--- src/design/dcem_pkg.sv ---
// shared types, constants and register codes of the depth cross erosion mask
package dcem_pkg;

    localparam int MAX_WIDTH_DEF  = 512;
    localparam int MAX_HEIGHT_DEF = 512;

    localparam int DIM_W   = 10;
    localparam int REACH_W = 7;
    localparam int DEPTH_W = 16;
    localparam int THR_W   = 12;
    localparam int PADDR_W = 4;
    localparam int PDATA_W = 32;

    localparam int QDEPTH = 4;
    localparam int QPTR_W = 2;

    localparam logic [1:0] REG_WIDTH      = 2'd0;
    localparam logic [1:0] REG_HEIGHT     = 2'd1;
    localparam logic [1:0] REG_MIN_HEIGHT = 2'd2;

    localparam logic CMD_LOAD = 1'b0;
    localparam logic CMD_EMIT = 1'b1;

    localparam int FLAG_LOW_BIT = 0;
    localparam int FLAG_NZ_BIT  = 1;

    localparam logic [DIM_W-1:0] WIDTH_RST      = 10'd512;
    localparam logic [DIM_W-1:0] HEIGHT_RST     = 10'd512;
    localparam logic [THR_W-1:0] MIN_HEIGHT_RST = 12'd2000;

    // x/10 == (x*205)>>11 for every 10-bit x
    localparam logic [7:0] DIV10_MUL   = 8'd205;
    localparam int         DIV10_SHIFT = 11;

    typedef struct packed {
        logic [DIM_W-1:0]   width;
        logic [DIM_W-1:0]   height;
        logic [REACH_W-1:0] reach_c;
        logic [REACH_W-1:0] reach_r;
    } geom_t;

    typedef struct packed {
        logic             cmd;
        logic [1:0]       flags;
        logic [DIM_W-1:0] row;
        logic [DIM_W-1:0] col;
        logic             last;
    } entry_t;

endpackage

--- src/design/dcem_queue.sv ---
// short item queue between the front and the back
module dcem_queue
    import dcem_pkg::*;
#(
    parameter int ADDR_W = 18
)
(
    input  logic              clk,
    input  logic              rst_n,
    input  logic              push,
    input  entry_t            push_entry,
    input  logic [ADDR_W-1:0] push_addr,
    output logic              full,
    input  logic              pop,
    output logic              empty,
    output entry_t            pop_entry,
    output logic [ADDR_W-1:0] pop_addr
);

    entry_t            entry_reg [QDEPTH];
    logic [ADDR_W-1:0] addr_reg  [QDEPTH];
    logic [QPTR_W-1:0] wr_ptr_reg;
    logic [QPTR_W-1:0] rd_ptr_reg;
    logic [QPTR_W:0]   count_reg;
    logic              do_push;
    logic              do_pop;

    assign full      = (count_reg == (QPTR_W+1)'(QDEPTH));
    assign empty     = (count_reg == '0);
    assign do_push   = push & ~full;
    assign do_pop    = pop & ~empty;
    assign pop_entry = entry_reg[rd_ptr_reg];
    assign pop_addr  = addr_reg[rd_ptr_reg];

    always_ff @(posedge clk)
    begin
        if (do_push)
        begin
            entry_reg[wr_ptr_reg] <= push_entry;
            addr_reg[wr_ptr_reg]  <= push_addr;
        end
    end

    always_ff @(posedge clk or negedge rst_n)
    begin
        if (!rst_n)
        begin
            wr_ptr_reg <= '0;
            rd_ptr_reg <= '0;
            count_reg  <= '0;
        end
        else
        begin
            if (do_push)
            begin
                wr_ptr_reg <= wr_ptr_reg + 1'b1;
            end
            if (do_pop)
            begin
                rd_ptr_reg <= rd_ptr_reg + 1'b1;
            end
            if (do_push && !do_pop)
            begin
                count_reg <= count_reg + 1'b1;
            end
            else if (do_pop && !do_push)
            begin
                count_reg <= count_reg - 1'b1;
            end
        end
    end

`ifndef SYNTHESIS
    a_no_overflow: assert property (@(posedge clk) disable iff (!rst_n)
        !(push && full))
        else $error("queue pushed while full");
`endif

endmodule

--- config.mk ---
export PLATFORM = sky130hd
export DESIGN_NAME = dcem_queue
export DESIGN_NICKNAME = d
export VERILOG_FILES = /design/src/design/dcem_pkg.sv /design/src/design/dcem_queue.sv
export SDC_FILE = /design/constraint.sdc
export NUM_CORES = 1
export LEC_CHECK = 0
export BUFFER_PORTS_ARGS = -buffer_cell sky130_fd_sc_hd__buf_4
export CAP_MARGIN = 20
export CORE_MARGIN = 2
export CORE_UTILIZATION = 28
export DETAILED_ROUTE_END_ITERATION = 8
export PLACE_DENSITY = 0.46
export RECOVER_POWER = 50
export REMOVE_ABC_BUFFERS = 1
export SYNTH_ARGS = -nofsm -noshare
export SYNTH_HDL_FRONTEND = slang
export SYNTH_SLANG_ARGS = --single-unit
--- constraint.sdc ---
create_clock -name clk -period 6.4 [get_ports clk]
set_input_delay 1.28 -clock clk [delete_from_list [all_inputs] [get_ports clk]]
set_output_delay 1.28 -clock clk [all_outputs]
set_load 0.03 [all_outputs]
Word-level counts from Yosys, hierarchy flattened
Memories as Yosys holds them, arrays and structs flattened.
Cells that the tools add are included.
{"block": "classes", "n_addsub": 4, "mul": 0, "n_div": 0, "order_cmp": 0, "eq_ne": 1, "n_shift": 0, "n_mux": 4, "bitwise": 4, "reduce_logical": 6}
{"cell": "3-bit 2-to-1 mux", "count": 2}
{"cell": "2-bit by 1-bit adder with 2-bit output, second input constant", "count": 2}
{"cell": "3-bit by 1-bit adder with 3-bit output, second input constant", "count": 1}
{"cell": "3-bit equality test, second input constant", "count": 1}
{"cell": "3-bit logical NOT", "count": 1}
{"cell": "3-bit by 1-bit subtractor with 3-bit output, second input constant", "count": 1}
{"cell": "1-bit bitwise AND", "count": 2}
{"cell": "1-bit logical AND", "count": 2}
{"cell": "1-bit logical NOT", "count": 2}
{"cell": "1-bit 2-to-1 mux", "count": 2}
{"cell": "1-bit NOT", "count": 2}
{"cell": "2-bit nonzero test", "count": 1}
{"block": "totals", "ff_bits": 7, "latch_bits": 0, "ram_bits": 168, "mem_bits_ro": 0, "output_inout_bits": 44, "elab_cells": 24, "mem_count": 2}
{"memory": "entry_reg", "depth": 4, "width": 24, "rd": 1, "rd_clocked_by_memory_dff": 0, "wr": 1, "line_no": "dcem_queue.sv:20", "text": "entry_t entry_reg [QDEPTH];"}
{"memory": "addr_reg", "depth": 4, "width": 18, "rd": 1, "rd_clocked_by_memory_dff": 0, "wr": 1, "line_no": "dcem_queue.sv:21", "text": "logic [ADDR_W-1:0] addr_reg [QDEPTH];"}

Logic depth before layout (Yosys ltp)
{"block": "logic_depth", "depth_word": 7, "mapped_depth": 9}

Worst setup path before layout
Ideal clock, no wire load.
{"block": "synth_path", "kind": "input -> register", "startpoint": "in push", "endpoint": "mem addr_reg[0][0], enable pin", "setup_time_ps": 403, "arrival_ps": 2579, "required_time_ps": 5997, "setup_slack_ps": 3418, "stages": 3, "n_path_buf": 1, "path_cell_list": "nor2b_1 -> buf_6 -> and2_1"}
{"block": "synth_via", "elab_chain_cells": 3}
{"item": "from (decl)", "line_no": "dcem_queue.sv:10", "text": "input logic push,"}
{"item": "1-bit bitwise AND", "line_no": "dcem_queue.sv:30", "text": "assign do_push = push & ~full;"}
{"item": "via do_push", "line_no": "dcem_queue.sv:25", "text": "logic do_push;"}
{"item": "1-bit 2-to-1 mux", "line_no": "dcem_queue.sv:37", "text": "if (do_push)"}
{"item": "1-bit 2-to-1 mux (implied by the code)", "line_no": "dcem_queue.sv:40", "text": "addr_reg[wr_ptr_reg] <= push_addr;"}
{"item": "to (decl)", "line_no": "dcem_queue.sv:21"}
The timed path passes the listed nets, and every way through them passes these cells.

Worst setup path after layout
{"block": "layout_path", "startpoint": "reg rd_ptr_reg[0]", "endpoint": "out pop_addr[5]"}
{"block": "layout_via", "elab_chain_cells": 1}
{"item": "from (decl)", "line_no": "dcem_queue.sv:23", "text": "logic [QPTR_W-1:0] rd_ptr_reg;"}
{"item": "from (signal assigned)", "line_no": "dcem_queue.sv:60", "text": "rd_ptr_reg <= rd_ptr_reg + 1'b1;"}
{"item": "memory 4 x 18 bit"}
{"item": "to (decl)", "line_no": "dcem_queue.sv:17", "text": "output logic [ADDR_W-1:0] pop_addr"}
Every way passes these cells.

==> impl_metrics.env <==
export IMPL_worst_r2r_path_depth=4
export IMPL_clk_latency_ps=420
export IMPL_drc=0
export IMPL_cts_tree="built"
export IMPL_num_rows=55
export IMPL_r2r_start="count_reg[2]"
export IMPL_syn_area_um2=6550
export IMPL_fin_setup_tns_ps=0
export IMPL_required_ps=5120
export IMPL_synth_top_cell_area_share_pct=77.0
export IMPL_fin_nets=410
export IMPL_clockRootBuffer="clkbuf_16"
export IMPL_path_cells="mux4_2 -> buf_4"
export IMPL_placedCellCount=652
export IMPL_cts_resized_gates=0
export IMPL_worstPathMaxFanout=44
export IMPL_final_util_pct=34.8
export IMPL_synth_seq_cells=175
export IMPL_fp_dieW_um=157
export IMPL_period_minus_slack_ps=3610
export IMPL_ys_types=21
export IMPL_fin_skew_ps=7.84
export IMPL_crit_arrival_ps=2330
export IMPL_synth_area_leaders="edfxtp_1 (77%), mux4_2 (13%), dfrtp_1 (2.7%), mux4_1 (1.6%), buf_12 (1.2%)"
export IMPL_layout_commonest_cell="edfxtp_1"
export IMPL_finalCritPeriodShare_pct=56.5
export IMPL_yosys_warnings=0
export IMPL_dieArea_um2=24600
export IMPL_vias=2901
export IMPL_rsz0062_at_grt="false"
export IMPL_drt_iter0_markers=160
export IMPL_core_um2=22800
export IMPL_seqCellArea_um2=5230
export IMPL_overflow=0
export IMPL_antenna_found_initial=0
export IMPL_diodes=0
export IMPL_reg2reg_setup_slack_ps=3450
export IMPL_seq_area_frac_synth_pct=79.7
export IMPL_wire_per_inst_um=18.2
export IMPL_multi_input_area_um2=1180
export IMPL_clkTransAtPathRegs_ps=60
export IMPL_routed_wirelength_um=12500
export IMPL_syn_area_per_cell_um2=25.6
export IMPL_fin_cells=683
export IMPL_post_cts_setup_buffers=0
export IMPL_area_growth_pct=21.1
export IMPL_hold_viol=0
export IMPL_cts_sinks=175
export IMPL_grt_pass1_wl_um=18700
export IMPL_io_buffers=89
export IMPL_power_density_nw_per_um2=505
export IMPL_setup_viol=0
export IMPL_drive_gt1_share_pct=33.5
export IMPL_fillers=2158
export IMPL_r2r_end="addr_reg[2][13]"
export IMPL_relSlewSlack_pct=14.0
export IMPL_crit_type="register to output pin"
export IMPL_initial_core_util_pct=28.7
export IMPL_htreeDepth=4
export IMPL_cp_endpoint="pop_addr[5]"
export IMPL_grt_max_degree=45
export IMPL_hold_buffers=0
export IMPL_fmax_ghz=0.277
export IMPL_vdd_ir_drop_max_mv=0.244
export IMPL_hpwlAfterDp_um=7540
export IMPL_hp_class="register to register"
export IMPL_syn_instance_count=256
export IMPL_crit_start="rd_ptr_reg[0]"
export IMPL_p_leak_uw=0.00259
export IMPL_firstDrtPassIters=5
export IMPL_io_pins=90
export IMPL_gp_congestion=0.697
export IMPL_die_height_um=157
export IMPL_cts_buffers=17
export IMPL_outcome="complete, no violations"
export IMPL_startpoint_type="register"
export IMPL_layout_common_cells="edfxtp_1 (168), buf_4 (50), clkbuf_1 (44)"
export IMPL_grt_pass1_vias=3156
export IMPL_maxCapViolCount=0
export IMPL_critPathMaxStageDelay_ps=1040
export IMPL_ant_nets=0
export IMPL_avgViaCountPerCell=4.25
export IMPL_largest_reg_flops=96
export IMPL_final_max_slew_viol_count=0
export IMPL_tightest_slew_ps=1290
export IMPL_cts_buffer_depth=2
export IMPL_yosys_area_top_type="edfxtp_1"
export IMPL_worstSetupEndpointType="output pin"
export IMPL_grt_util_all_layers_pct=10.6
export IMPL_slowest_stage="dfrtp_4"
[how the worst min path moves through the flow]
stage                       startpoint      endpoint  cells after the start
final                     count_reg[2]  count_reg[2]                      1
after global routing      count_reg[2]  count_reg[2]                      1
after CTS                 count_reg[2]  count_reg[2]                      1
after detailed placement  count_reg[2]  count_reg[2]                      1
after global placement    count_reg[2]  count_reg[2]                      1
after floorplan           count_reg[2]  count_reg[2]                      1
[cell families after synthesis]
| group | Yosys count | synth area share, % |
|---|---|---|
| buffers and inverters | 15 | 2.18 |
| and+or+nand+nor | 10 | 0.955 |
| adders and majority gates | 6 | 1.26 |
| xor gates and xnor gates | 6 | 0.803 |
| DFF | 175 | 79.7 |
| muxes | 44 | 15.1 |
[worst max-delay path, delay by kind of cell, from the launching register on]
kind     cells  cell delay [ps]
flops        1             1040
mux          1              660
buf+inv      1              200
[stage by stage]
stage / setup slack [ps] / total power, uW / hold WS, ps / instance area [um2]
5_1_grt: 2610 / 4200 / 510 / 7930
3_5_place_dp: 3130 / 3100 / 471 / 7530
4_1_cts: 2680 / 4100 / 483 / 8100
3_3_place_gp: 3120 / 3090 / 475 / 7530
6_report: 2790 / 4000 / 478 / 7930
2_1_floorplan: 2510 / 2560 / 445 / 6420
[report_power, final]
| part | switching (uW) | total [uW] | internal [uW] |
|---|---|---|---|
| clock network | 418 | 992 | 573 |
| logic | 777 | 1340 | 562 |
| registers | 153 | 1670 | 1520 |
| total | 1350 | 4000 | 2660 |
[per-layer routing]
layer | track usage (%) | share of wire, % | wire, um
met1 | 14.0 | 46 | 5730
met5 | 0 | 0 | 0
met2 | 16.8 | 49 | 6070
met3 | 2.92 | 4.0 | 492
met4 | 3.93 | 1.3 | 162
[cells in the mapped netlist]
master and n:
buf_12 4, nor2_1 1, xnor2_1 4, mux4_1 4
nor2b_1 1, inv_1 4, xor2_1 2, buf_2 5
buf_6 2, dfrtp_1 7, or3_1 1, mux2_2 1
nand2_1 1, and2_1 4, fa_1 1, nand3_1 1
nor3b_2 1, ha_1 5, mux4_2 38, edfxtp_1 168
mux2_4 1
[layout make-up]
type,instances,area share [%]
flip-flops and latches,175,65.9
multi-input cells,66,14.9
repair buffers,94,6.86
clock buffers,18,5.41
well taps,313,4.94
clock inverters,13,1.77
inverters,4,0.189
Note: power is estimated with default switching activity, not from simulation.
