--- src/design/dcem_pkg.sv ---
// shared types, constants and register codes of the depth cross erosion mask
package dcem_pkg;

    localparam int MAX_WIDTH_DEF  = 512;
    localparam int MAX_HEIGHT_DEF = 512;

    localparam int DIM_W   = 10;
    localparam int REACH_W = 7;
    localparam int DEPTH_W = 16;
    localparam int THR_W   = 12;
    localparam int PADDR_W = 4;
    localparam int PDATA_W = 32;

    localparam int QDEPTH = 4;
    localparam int QPTR_W = 2;

    localparam logic [1:0] REG_WIDTH      = 2'd0;
    localparam logic [1:0] REG_HEIGHT     = 2'd1;
    localparam logic [1:0] REG_MIN_HEIGHT = 2'd2;

    localparam logic CMD_LOAD = 1'b0;
    localparam logic CMD_EMIT = 1'b1;

    localparam int FLAG_LOW_BIT = 0;
    localparam int FLAG_NZ_BIT  = 1;

    localparam logic [DIM_W-1:0] WIDTH_RST      = 10'd512;
    localparam logic [DIM_W-1:0] HEIGHT_RST     = 10'd512;
    localparam logic [THR_W-1:0] MIN_HEIGHT_RST = 12'd2000;

    // x/10 == (x*205)>>11 for every 10-bit x
    localparam logic [7:0] DIV10_MUL   = 8'd205;
    localparam int         DIV10_SHIFT = 11;

    typedef struct packed {
        logic [DIM_W-1:0]   width;
        logic [DIM_W-1:0]   height;
        logic [REACH_W-1:0] reach_c;
        logic [REACH_W-1:0] reach_r;
    } geom_t;

    typedef struct packed {
        logic             cmd;
        logic [1:0]       flags;
        logic [DIM_W-1:0] row;
        logic [DIM_W-1:0] col;
        logic             last;
    } entry_t;

endpackage

--- src/design/dcem_front.sv ---
// front: config registers, frame geometry, item classification and position counters
module dcem_front
    import dcem_pkg::*;
#(
    parameter int MAX_WIDTH  = MAX_WIDTH_DEF,
    parameter int MAX_HEIGHT = MAX_HEIGHT_DEF,
    parameter int ADDR_W     = 18
)
(
    input  logic               clk,
    input  logic               rst_n,
    input  logic               psel,
    input  logic               penable,
    input  logic               pwrite,
    input  logic [PADDR_W-1:0] paddr,
    input  logic [PDATA_W-1:0] pwdata,
    output logic [PDATA_W-1:0] prdata,
    output logic               pready,
    input  logic               push,
    output logic               full,
    input  logic               command,
    input  logic [DEPTH_W-1:0] depth,
    input  logic               q_full,
    output logic               q_push,
    output entry_t             q_entry,
    output logic [ADDR_W-1:0]  q_addr,
    output geom_t              geom
);

    localparam int SIZE_W = ADDR_W + 1;
    localparam int CNT_W  = $clog2(ADDR_W + 1);
    localparam logic [12:0] MAXW13 = 13'(MAX_WIDTH);
    localparam logic [12:0] MAXH13 = 13'(MAX_HEIGHT);

    typedef enum logic [2:0] {
        F_RUN    = 3'b001,
        F_SETTLE = 3'b010,
        F_DIV    = 3'b100
    } fstate_t;

    fstate_t            fstate_reg, fstate_next;
    logic [DIM_W-1:0]   width_reg;
    logic [DIM_W-1:0]   height_reg;
    logic [THR_W-1:0]   min_height_reg;
    geom_t              geom_reg;
    logic [SIZE_W-1:0]  size_reg;
    logic [ADDR_W-1:0]  load_pos_reg, load_pos_next;
    logic [ADDR_W-1:0]  emit_pos_reg, emit_pos_next;
    logic [DIM_W-1:0]   row_reg, row_next;
    logic [DIM_W-1:0]   col_reg, col_next;
    logic [CNT_W-1:0]   div_cnt_reg, div_cnt_next;
    logic [DIM_W-1:0]   div_rem_reg, div_rem_next;
    logic [ADDR_W-1:0]  div_quo_reg, div_quo_next;
    logic [ADDR_W-1:0]  div_num_reg, div_num_next;

    logic                 cfg_wr;
    logic [1:0]           cfg_idx;
    logic [DIM_W-1:0]     eff_w, eff_h;
    logic [17:0]          prod_c, prod_r;
    logic [2*DIM_W-1:0]   size_full;
    logic                 acc;
    logic                 emit_last;
    logic [SIZE_W-1:0]    load_inc, emit_inc;
    logic [DIM_W:0]       rem_sh, rem_sub;
    logic                 rem_ge;
    logic [ADDR_W-1:0]    quo_new;

    assign cfg_wr  = psel & penable & pwrite;
    assign cfg_idx = paddr[3:2];
    assign pready  = 1'b1;

    always_ff @(posedge clk or negedge rst_n)
    begin
        if (!rst_n)
        begin
            width_reg      <= WIDTH_RST;
            height_reg     <= HEIGHT_RST;
            min_height_reg <= MIN_HEIGHT_RST;
        end
        else if (cfg_wr)
        begin
            case (cfg_idx)
                REG_WIDTH:      width_reg      <= pwdata[DIM_W-1:0];
                REG_HEIGHT:     height_reg     <= pwdata[DIM_W-1:0];
                REG_MIN_HEIGHT: min_height_reg <= pwdata[THR_W-1:0];
                default:        ;
            endcase
        end
    end

    always_comb
    begin
        case (cfg_idx)
            REG_WIDTH:      prdata = PDATA_W'(width_reg);
            REG_HEIGHT:     prdata = PDATA_W'(height_reg);
            REG_MIN_HEIGHT: prdata = PDATA_W'(min_height_reg);
            default:        prdata = '0;
        endcase
    end

    // effective frame size, reaches and pixel count
    always_comb
    begin
        if (width_reg == '0)
        begin
            eff_w = DIM_W'(1);
        end
        else if ({3'b000, width_reg} > MAXW13)
        begin
            eff_w = MAXW13[DIM_W-1:0];
        end
        else
        begin
            eff_w = width_reg;
        end
        if (height_reg == '0)
        begin
            eff_h = DIM_W'(1);
        end
        else if ({3'b000, height_reg} > MAXH13)
        begin
            eff_h = MAXH13[DIM_W-1:0];
        end
        else
        begin
            eff_h = height_reg;
        end
        prod_c    = 18'(eff_w) * 18'(DIV10_MUL);
        prod_r    = 18'(eff_h) * 18'(DIV10_MUL);
        size_full = (2*DIM_W)'(eff_w) * (2*DIM_W)'(eff_h);
    end

    always_ff @(posedge clk)
    begin
        geom_reg.width   <= eff_w;
        geom_reg.height  <= eff_h;
        geom_reg.reach_c <= prod_c[DIV10_SHIFT +: REACH_W];
        geom_reg.reach_r <= prod_r[DIV10_SHIFT +: REACH_W];
        size_reg         <= SIZE_W'(size_full);
    end

    assign geom = geom_reg;

    // item classification
    assign full      = (fstate_reg != F_RUN) | q_full;
    assign acc       = push & ~full;
    assign q_push    = acc;
    assign load_inc  = {1'b0, load_pos_reg} + 1'b1;
    assign emit_inc  = {1'b0, emit_pos_reg} + 1'b1;
    assign emit_last = (emit_inc == size_reg);

    always_comb
    begin
        q_entry.cmd                 = command;
        q_entry.flags[FLAG_LOW_BIT] = (depth <= DEPTH_W'(min_height_reg));
        q_entry.flags[FLAG_NZ_BIT]  = (depth != '0);
        q_entry.row                 = row_reg;
        q_entry.col                 = col_reg;
        q_entry.last                = emit_last;
        q_addr = (command == CMD_EMIT) ? emit_pos_reg : load_pos_reg;
    end

    // one restoring division step per cycle: emit position over frame width
    assign rem_sh  = {div_rem_reg, div_num_reg[ADDR_W-1]};
    assign rem_ge  = (rem_sh >= {1'b0, geom_reg.width});
    assign rem_sub = rem_ge ? (rem_sh - {1'b0, geom_reg.width}) : rem_sh;
    assign quo_new = {div_quo_reg[ADDR_W-2:0], rem_ge};

    always_comb
    begin
        fstate_next   = fstate_reg;
        load_pos_next = load_pos_reg;
        emit_pos_next = emit_pos_reg;
        row_next      = row_reg;
        col_next      = col_reg;
        div_cnt_next  = div_cnt_reg;
        div_rem_next  = div_rem_reg;
        div_quo_next  = div_quo_reg;
        div_num_next  = div_num_reg;
        case (fstate_reg)
            F_RUN:
            begin
                if (acc && command == CMD_LOAD)
                begin
                    load_pos_next = (load_inc >= size_reg) ? '0 : load_inc[ADDR_W-1:0];
                end
                if (acc && command == CMD_EMIT)
                begin
                    if (emit_last)
                    begin
                        emit_pos_next = '0;
                        row_next      = '0;
                        col_next      = '0;
                    end
                    else
                    begin
                        emit_pos_next = emit_inc[ADDR_W-1:0];
                        if (col_reg + 1'b1 == geom_reg.width)
                        begin
                            col_next = '0;
                            row_next = row_reg + 1'b1;
                        end
                        else
                        begin
                            col_next = col_reg + 1'b1;
                        end
                    end
                end
            end
            F_SETTLE:
            begin
                div_cnt_next = CNT_W'(ADDR_W);
                div_rem_next = '0;
                div_quo_next = '0;
                div_num_next = emit_pos_reg;
                fstate_next  = F_DIV;
            end
            F_DIV:
            begin
                div_rem_next = rem_sub[DIM_W-1:0];
                div_quo_next = quo_new;
                div_num_next = {div_num_reg[ADDR_W-2:0], 1'b0};
                div_cnt_next = div_cnt_reg - 1'b1;
                if (div_cnt_reg == CNT_W'(1))
                begin
                    // positions past the new frame restart at the origin
                    if ({1'b0, emit_pos_reg} >= size_reg)
                    begin
                        emit_pos_next = '0;
                        row_next      = '0;
                        col_next      = '0;
                    end
                    else
                    begin
                        row_next = DIM_W'(quo_new);
                        col_next = rem_sub[DIM_W-1:0];
                    end
                    if ({1'b0, load_pos_reg} >= size_reg)
                    begin
                        load_pos_next = '0;
                    end
                    fstate_next = F_RUN;
                end
            end
            default:
            begin
                fstate_next = F_SETTLE;
            end
        endcase
        if (cfg_wr && (cfg_idx == REG_WIDTH || cfg_idx == REG_HEIGHT))
        begin
            fstate_next = F_SETTLE;
        end
    end

    always_ff @(posedge clk or negedge rst_n)
    begin
        if (!rst_n)
        begin
            fstate_reg   <= F_SETTLE;
            load_pos_reg <= '0;
            emit_pos_reg <= '0;
            row_reg      <= '0;
            col_reg      <= '0;
            div_cnt_reg  <= '0;
        end
        else
        begin
            fstate_reg   <= fstate_next;
            load_pos_reg <= load_pos_next;
            emit_pos_reg <= emit_pos_next;
            row_reg      <= row_next;
            col_reg      <= col_next;
            div_cnt_reg  <= div_cnt_next;
        end
    end

    always_ff @(posedge clk)
    begin
        div_rem_reg <= div_rem_next;
        div_quo_reg <= div_quo_next;
        div_num_reg <= div_num_next;
    end

`ifndef SYNTHESIS
    a_pos_in_frame: assert property (@(posedge clk) disable iff (!rst_n)
        (fstate_reg == F_RUN) |-> (col_reg < geom_reg.width
            && {1'b0, emit_pos_reg} < size_reg && {1'b0, load_pos_reg} < size_reg))
        else $error("position counters outside the frame");
    a_no_push_in_resync: assert property (@(posedge clk) disable iff (!rst_n)
        q_push |-> (fstate_reg == F_RUN && !q_full))
        else $error("item queued while positions resync");
`endif

endmodule

--- config.mk ---
export PLATFORM = sky130hd
export DESIGN_NAME = dcem_front
export DESIGN_NICKNAME = d
export VERILOG_FILES = /design/src/design/dcem_pkg.sv /design/src/design/dcem_front.sv
export SDC_FILE = /design/constraint.sdc
export NUM_CORES = 1
export LEC_CHECK = 0
export BUFFER_PORTS_ARGS = -buffer_cell sky130_fd_sc_hd__buf_2
export CAP_MARGIN = 40
export CELL_PAD_IN_SITES_DETAIL_PLACEMENT = 1
export CELL_PAD_IN_SITES_GLOBAL_PLACEMENT = 1
export CORE_ASPECT_RATIO = 0.5
export CORE_MARGIN = 5
export CORE_UTILIZATION = 47
export DETAILED_ROUTE_END_ITERATION = 8
export PLACE_DENSITY_LB_ADDON = 0.08
export SYNTH_ARGS = -nofsm -noshare
export SYNTH_HDL_FRONTEND = slang
export SYNTH_SLANG_ARGS = --single-unit
--- constraint.sdc ---
create_clock -name clk -period 7.05 [get_ports clk]
set_clock_uncertainty 0.2 [all_clocks]
set_input_delay 0.3525 -clock clk [delete_from_list [all_inputs] [get_ports clk]]
set_output_delay 0.3525 -clock clk [all_outputs]
set_load 0.03 [all_outputs]
* Word-level counts from Yosys, hierarchy flattened *
Index checks and enable logic that the tools add are counted.

storage, ports and cells
  register bits after elaboration = 186
  input bits = 60

cells by class
  $add $sub $neg = 6
  $mul = 3
  $lt $le $gt $ge = 7
  equal/unequal tests = 17
  mux-type cells = 36
  bitwise gates (word level) = 6
  reduce and logical (&&, ||, !) cells = 18

operators by type and width
  cell                                                   count
  2-to-1 mux 18 bit                                      9
  2-to-1 mux 10 bit                                      15
  case mux 18 bit (2 select lines)                       3
  case mux 10 bit (2 select lines)                       3
  adder 18 x 1 -> 19 bit, second input constant          2
  >= comparator 18 x 19 -> 1 bit                         2
  multiplier 10 x 8 -> 18 bit, second input constant     2
  case mux 12 bit (3 select lines)                       1
  adder 10 x 1 -> 10 bit, second input constant          2
  greater-than comparator 10 bit, second input constant  2
  zero test 10 bit                                       2
  equality test 19 bit                                   1
  >= comparator 19 bit                                   1
  multiplier 10 x 10 -> 19 bit                           1
  case mux 9 bit (2 select lines)                        1
  <= comparator 16 x 12 -> 1 bit                         1
  nonzero test 16 bit                                    1
  != test 2 bit, second input constant                   6
  AND reduction 4 bit                                    3
  >= comparator 11 x 10 -> 1 bit                         1
  equality test 10 bit                                   1
  case mux 5 bit (2 select lines)                        1
  subtractor 10 bit                                      1
  case mux 3 bit (3 select lines)                        1
  other kinds (19)                                       30

* Depth between registers and ports, before layout *
  word-level depth = 7
  depth in mapped cells = 22
  mapped depth without buffers = 21

* Worst setup path before layout *
Ideal clock, no wire load.

  path type = register to register
  start point = register width_reg[9]
  end point = register size_reg[18]
  arrival = 5.314 ns
  setup slack = 1.464 ns
  cell stages (with the launch flop) = 20
  path buffers = 2
  clock period less this slack = 5.586 ns
  cells stage by stage = dfstp_2 -> clkbuf_1 -> or2_2 -> clkbuf_1 -> nor2_1 -> fa_1 -> fa_1 -> ha_1 -> fa_1 -> inv_1 -> fa_1 -> inv_1 -> ha_1 -> or2_2 -> a21oi_1 -> a211oi_1 -> o31ai_1 -> o21ai_0 -> a21oi_1 -> xnor2_1

on the way
  cells in the longest elaborated chain, start to end = 4

RTL lines
  what                              line               source
  start, declared                   dcem_front.sv:42   logic [DIM_W-1:0] width_reg;
  start signal, assigned            dcem_front.sv:83   REG_WIDTH: width_reg <= pwdata[DIM_W-1:0];
  greater-than comparator 10 bit    dcem_front.sv:108  else if ({3'b000, width_reg} > MAXW13)
  2-to-1 mux 10 bit                 dcem_front.sv:108
  2-to-1 mux 10 bit (*)             dcem_front.sv:104  if (width_reg == '0)
  multiplier 10 x 10 -> 19 bit (*)  dcem_front.sv:130  size_full = (2*DIM_W)'(eff_w) * (2*DIM_W)'(eff_h);
  net size_full[18]                 dcem_front.sv:60   logic [2*DIM_W-1:0] size_full;
  end signal, assigned              dcem_front.sv:139  size_reg <= SIZE_W'(size_full);
  end, declared                     dcem_front.sv:46   logic [SIZE_W-1:0] size_reg;

The timed path passes the listed nets; every way through them passes the cells marked *.
A chain may end at the register's enable or synchronous reset.

* Final worst setup path *
  start point = register width_reg[8]
  end point = register size_reg[18]

on the way
  cells in the longest elaborated chain, start to end = 4

RTL lines
  what                              line               source
  greater-than comparator 10 bit    dcem_front.sv:108
  2-to-1 mux 10 bit                 dcem_front.sv:108
  2-to-1 mux 10 bit (*)             dcem_front.sv:104
  net eff_w[0]                      dcem_front.sv:58   logic [DIM_W-1:0] eff_w, eff_h;
  multiplier 10 x 10 -> 19 bit (*)  dcem_front.sv:130
  net size_full[18]                 dcem_front.sv:60

Marked as above.

==> flow_metrics.env <==
export IMPL_run_status="finished, final reports clean"
export IMPL_post_route_min_period_ps=6320
export IMPL_worst_ep_arrival_time_ps=6510
export IMPL_maximum_number_of_pins_on_one_net_before_global_route_repair=57
export IMPL_n_diodes=0
export IMPL_synthesis_stage_register_bit_count=186
export IMPL_dp_hpwl_um=37780
export IMPL_avgRoutedWirePerCell_um=19.56
export IMPL_top_level_ports=171
export IMPL_grt_setup_unrepaired="false"
export IMPL_gr_usage_all_layers=0.2446
export IMPL_finalHoldViolations=0
export IMPL_yosys_cell_count_top_type="sky130_fd_sc_hd__inv_1"
export IMPL_period_share=0.8965
export IMPL_drtPass1Iterations=5
export IMPL_setup_worst_path_end_class="register"
export IMPL_layout_drive_gt1_share=0.1241
export IMPL_syn_area_mm2=0.01697
export IMPL_hold_slack_ps=246.1
export IMPL_globalplace_congestion=0.8373
export IMPL_via_count_of_the_first_global_routing_pass=14520
export IMPL_p_comb_frac=0.623
export IMPL_dieHeight_um=144.4
export IMPL_chipWidth_um=278.7
export IMPL_floorplan_die_area_mm2=0.04023
export IMPL_most_numerous_cell_types_in_the_synthesized_netlist="sky130_fd_sc_hd__inv_1 (265), sky130_fd_sc_hd__ha_1 (226), sky130_fd_sc_hd__nand2_1 (202)"
export IMPL_worst_slew_pin_transition_ps=806.5
export IMPL_critical_path_endpoint="size_reg[18]"
export IMPL_power_frac_clock=0.134
export IMPL_net_switching_power_mw=3.812
export IMPL_finalCoreUtilization=0.5218
export IMPL_switching_share=0.4903
export IMPL_final_setup_violation_count=0
export IMPL_cellInternalPower_mw=3.963
export IMPL_gr_total_overflow=0
export IMPL_initial_utilization=0.4739
export IMPL_critPathRequiredTime_ps=7240
export IMPL_synth_edff_count=37
export IMPL_drc_errors=0
export IMPL_wirelength_um=48560
export IMPL_capture_instance_of_the_worst_register_to_register_path="size_reg[18]"
export IMPL_detailed_place_area_mm2=0.01794
export IMPL_timing_setup_critical_path_class="reg2reg"
export IMPL_cts_tree="done"
export IMPL_worst_setup_hold_path_clk_slew_ps=90
export IMPL_post_route_cell_area_mm2=0.01868
export IMPL_layout_nets=2368
export IMPL_antenna_violations_before_repair=1
export IMPL_clock_sink_count=186
export IMPL_port_buffer_count=127
export IMPL_ys_warnings_count=0
export IMPL_ff2ff_path_depth=18
export IMPL_vdd_ir_drop_max_v=0.0003096
export IMPL_slew_violations=0
export IMPL_power_per_cell_area_mw_per_mm2=416.2
export IMPL_worst_setup_path_start_kind="register"
export IMPL_largest_register_ffs=34
export IMPL_power_leakage_nw=9.363
export IMPL_n_fill_cell=4237
export IMPL_netlist_top_cell_by_area="sky130_fd_sc_hd__ha_1"
export IMPL_std_cell_rows=49
export IMPL_ys_seq_area_frac=0.2702
export IMPL_synth_largest_type_area_fraction=0.1666
export IMPL_r2r_slack_ps=730
export IMPL_worst_relative_slew_slack=0.4548
export IMPL_clockRootBuffer="sky130_fd_sc_hd__clkbuf_16"
export IMPL_fin_setup_tns_ps=0
export IMPL_area_growth_pct=10.10
export IMPL_sequential_cell_area_mm2=0.004586
export IMPL_synth_area_top_cells="sky130_fd_sc_hd__ha_1 (17%), sky130_fd_sc_hd__dfrtp_1 (13%), sky130_fd_sc_hd__fa_1 (11%)"
export IMPL_drt_initial_drc_count=863
export IMPL_maxCapViolCount=0
export IMPL_clk_insertion_delay_late_ps=470
export IMPL_worst_hold_path_class="in2async"
export IMPL_via_count=13600
export IMPL_detail_route_vias_per_cell=5.477
export IMPL_core_mm2=0.03580
export IMPL_seq_power_share=0.242
export IMPL_grt_pass1_wl_um=78260
export IMPL_syn_avg_cell_area_um2=9.040
export IMPL_max_clock_freq_ghz=0.1582
export IMPL_cts_buffers=17
export IMPL_maximum_fanout_along_the_worst_path=9
export IMPL_combined_area_of_the_multi_input_logic_cells_mm2=0.01096
export IMPL_post_synth_inst_count=1877
export IMPL_clockBufferDepth=2
export IMPL_h_tree_depth=4
export IMPL_post_cts_resized_instances=0
export IMPL_route_antenna_remaining_nets=0
export IMPL_count_of_different_cell_masters_after_synthesis=81
export IMPL_ys_dominant_reg_cell="sky130_fd_sc_hd__dfrtp_1"
export IMPL_timing_rr_start="width_reg[8]"
export IMPL_synth_async_reset_ratio=0.5161
export IMPL_post_cts_setup_buffers=0
export IMPL_critical_path_startpoint="width_reg[8]"
## worst max-delay path, stage by stage, from the launching register on
cell	delay (ps)
sky130_fd_sc_hd__dfrtp_1	450
sky130_fd_sc_hd__nor4_1	360
sky130_fd_sc_hd__a21oi_1	190
sky130_fd_sc_hd__or2_2	400
sky130_fd_sc_hd__inv_1	260
sky130_fd_sc_hd__nand2_1	140
sky130_fd_sc_hd__fa_1	540
sky130_fd_sc_hd__fa_1	520
sky130_fd_sc_hd__fa_1	510
sky130_fd_sc_hd__fa_1	550
sky130_fd_sc_hd__inv_1	60
sky130_fd_sc_hd__fa_1	490
sky130_fd_sc_hd__ha_1	390
sky130_fd_sc_hd__nand3_1	110
sky130_fd_sc_hd__a211oi_1	70
sky130_fd_sc_hd__o31ai_1	520
sky130_fd_sc_hd__o21ai_0	170
sky130_fd_sc_hd__a21oi_1	190
sky130_fd_sc_hd__xnor2_1	130
## how the worst min path moves through the flow
stage / start / endpoint / slack (ps) / cells after the start
after floorplan: rst_n / col_reg[0] / -140 / 0
after global placement: rst_n / row_reg[4] / 210 / 1
after detailed placement: rst_n / row_reg[4] / 220 / 1
after CTS: penable / min_height_reg[9] / 250 / 5
after global routing: rst_n / row_reg[4] / 280 / 2
final: rst_n / row_reg[7] / 250 / 2
## per-stage QoR
| step | std cells | setup slack [ps] | power [mW] |
|---|---|---|---|
| final | 2483 | 729.9 | 7.776 |
| after global routing | 2483 | 381.5 | 8.556 |
| after CTS | 2483 | 684.0 | 7.857 |
| after detailed placement | 2438 | 711.8 | 6.749 |
| after global placement | 2435 | 846.2 | 6.534 |
| after floorplan | 1898 | 1464 | 5.408 |
## metal layers
metal / track usage / wire length, um
met1: 0.3271 / 22690
met2: 0.4246 / 23200
met3: 0.04291 / 1950
met4: 0.04965 / 720
met5: 0 / 0
## cell families (layout without fill, tap and decap cells)
logic type      after synthesis  after routing  synth area share
simple gates                568            568            0.1634
buf+inv                     358            459           0.08929
fa+ha+maj                   322            322            0.2799
compound gates              295            295            0.1137
flops                       186            186            0.2702
xor+xnor                     89             89           0.04594
mux                          57             57           0.03709
other cells                   2             23         0.0004426
## power groups by stage
| stage | Sequential, mW | Clock [mW] | Combinational (mW) |
|---|---|---|---|
| 2_1_floorplan | 1.93 | 0 | 3.47 |
| 3_3_place_gp | 1.88 | 0 | 4.65 |
| 3_5_place_dp | 1.90 | 0 | 4.85 |
| 4_1_cts | 1.88 | 1.07 | 4.91 |
| 5_1_grt | 1.92 | 1.12 | 5.52 |
| 6_report | 1.88 | 1.05 | 4.85 |
## cells in the final DEF, fill, tap and decap left out, types with 18 or more instances in the layout
cell and n:
sky130_fd_sc_hd__buf_2 126, sky130_fd_sc_hd__nand2b_1 29, sky130_fd_sc_hd__xor2_1 31, sky130_fd_sc_hd__inv_1 265, sky130_fd_sc_hd__dfxtp_1 53, sky130_fd_sc_hd__mux2i_1 19
sky130_fd_sc_hd__a21oi_1 52, sky130_fd_sc_hd__and3_1 19, sky130_fd_sc_hd__nand3_1 48, sky130_fd_sc_hd__mux2_2 35, sky130_fd_sc_hd__a21o_1 22, sky130_fd_sc_hd__nand2_1 202
sky130_fd_sc_hd__fa_1 96, sky130_fd_sc_hd__buf_4 18, sky130_fd_sc_hd__edfxtp_1 37, sky130_fd_sc_hd__nand4_1 19, sky130_fd_sc_hd__nor3_1 30, sky130_fd_sc_hd__ha_1 226
sky130_fd_sc_hd__a22o_1 22, sky130_fd_sc_hd__conb_1 23, sky130_fd_sc_hd__dfrtp_1 87, sky130_fd_sc_hd__o21ai_0 91, sky130_fd_sc_hd__xnor2_1 58, sky130_fd_sc_hd__nor2_1 118
## repair_timing
action | 4_1_cts | 5_1_grt
endpoints found under the setup margin | 0 | 0
hold buffers | 13 | 0
hold endpoints to repair | 71 | 0
## final cells by class
cell class / count / area share
Sequential cell: 186 / 0.2454
Clock buffer: 18 / 0.02351
Clock inverter: 14 / 0.009443
Inverter: 269 / 0.05405
Multi-Input combinational cell: 1354 / 0.5864
Timing Repair Buffer: 158 / 0.04875
Tap cell: 484 / 0.03241
Power figures use the tool's default switching activity.
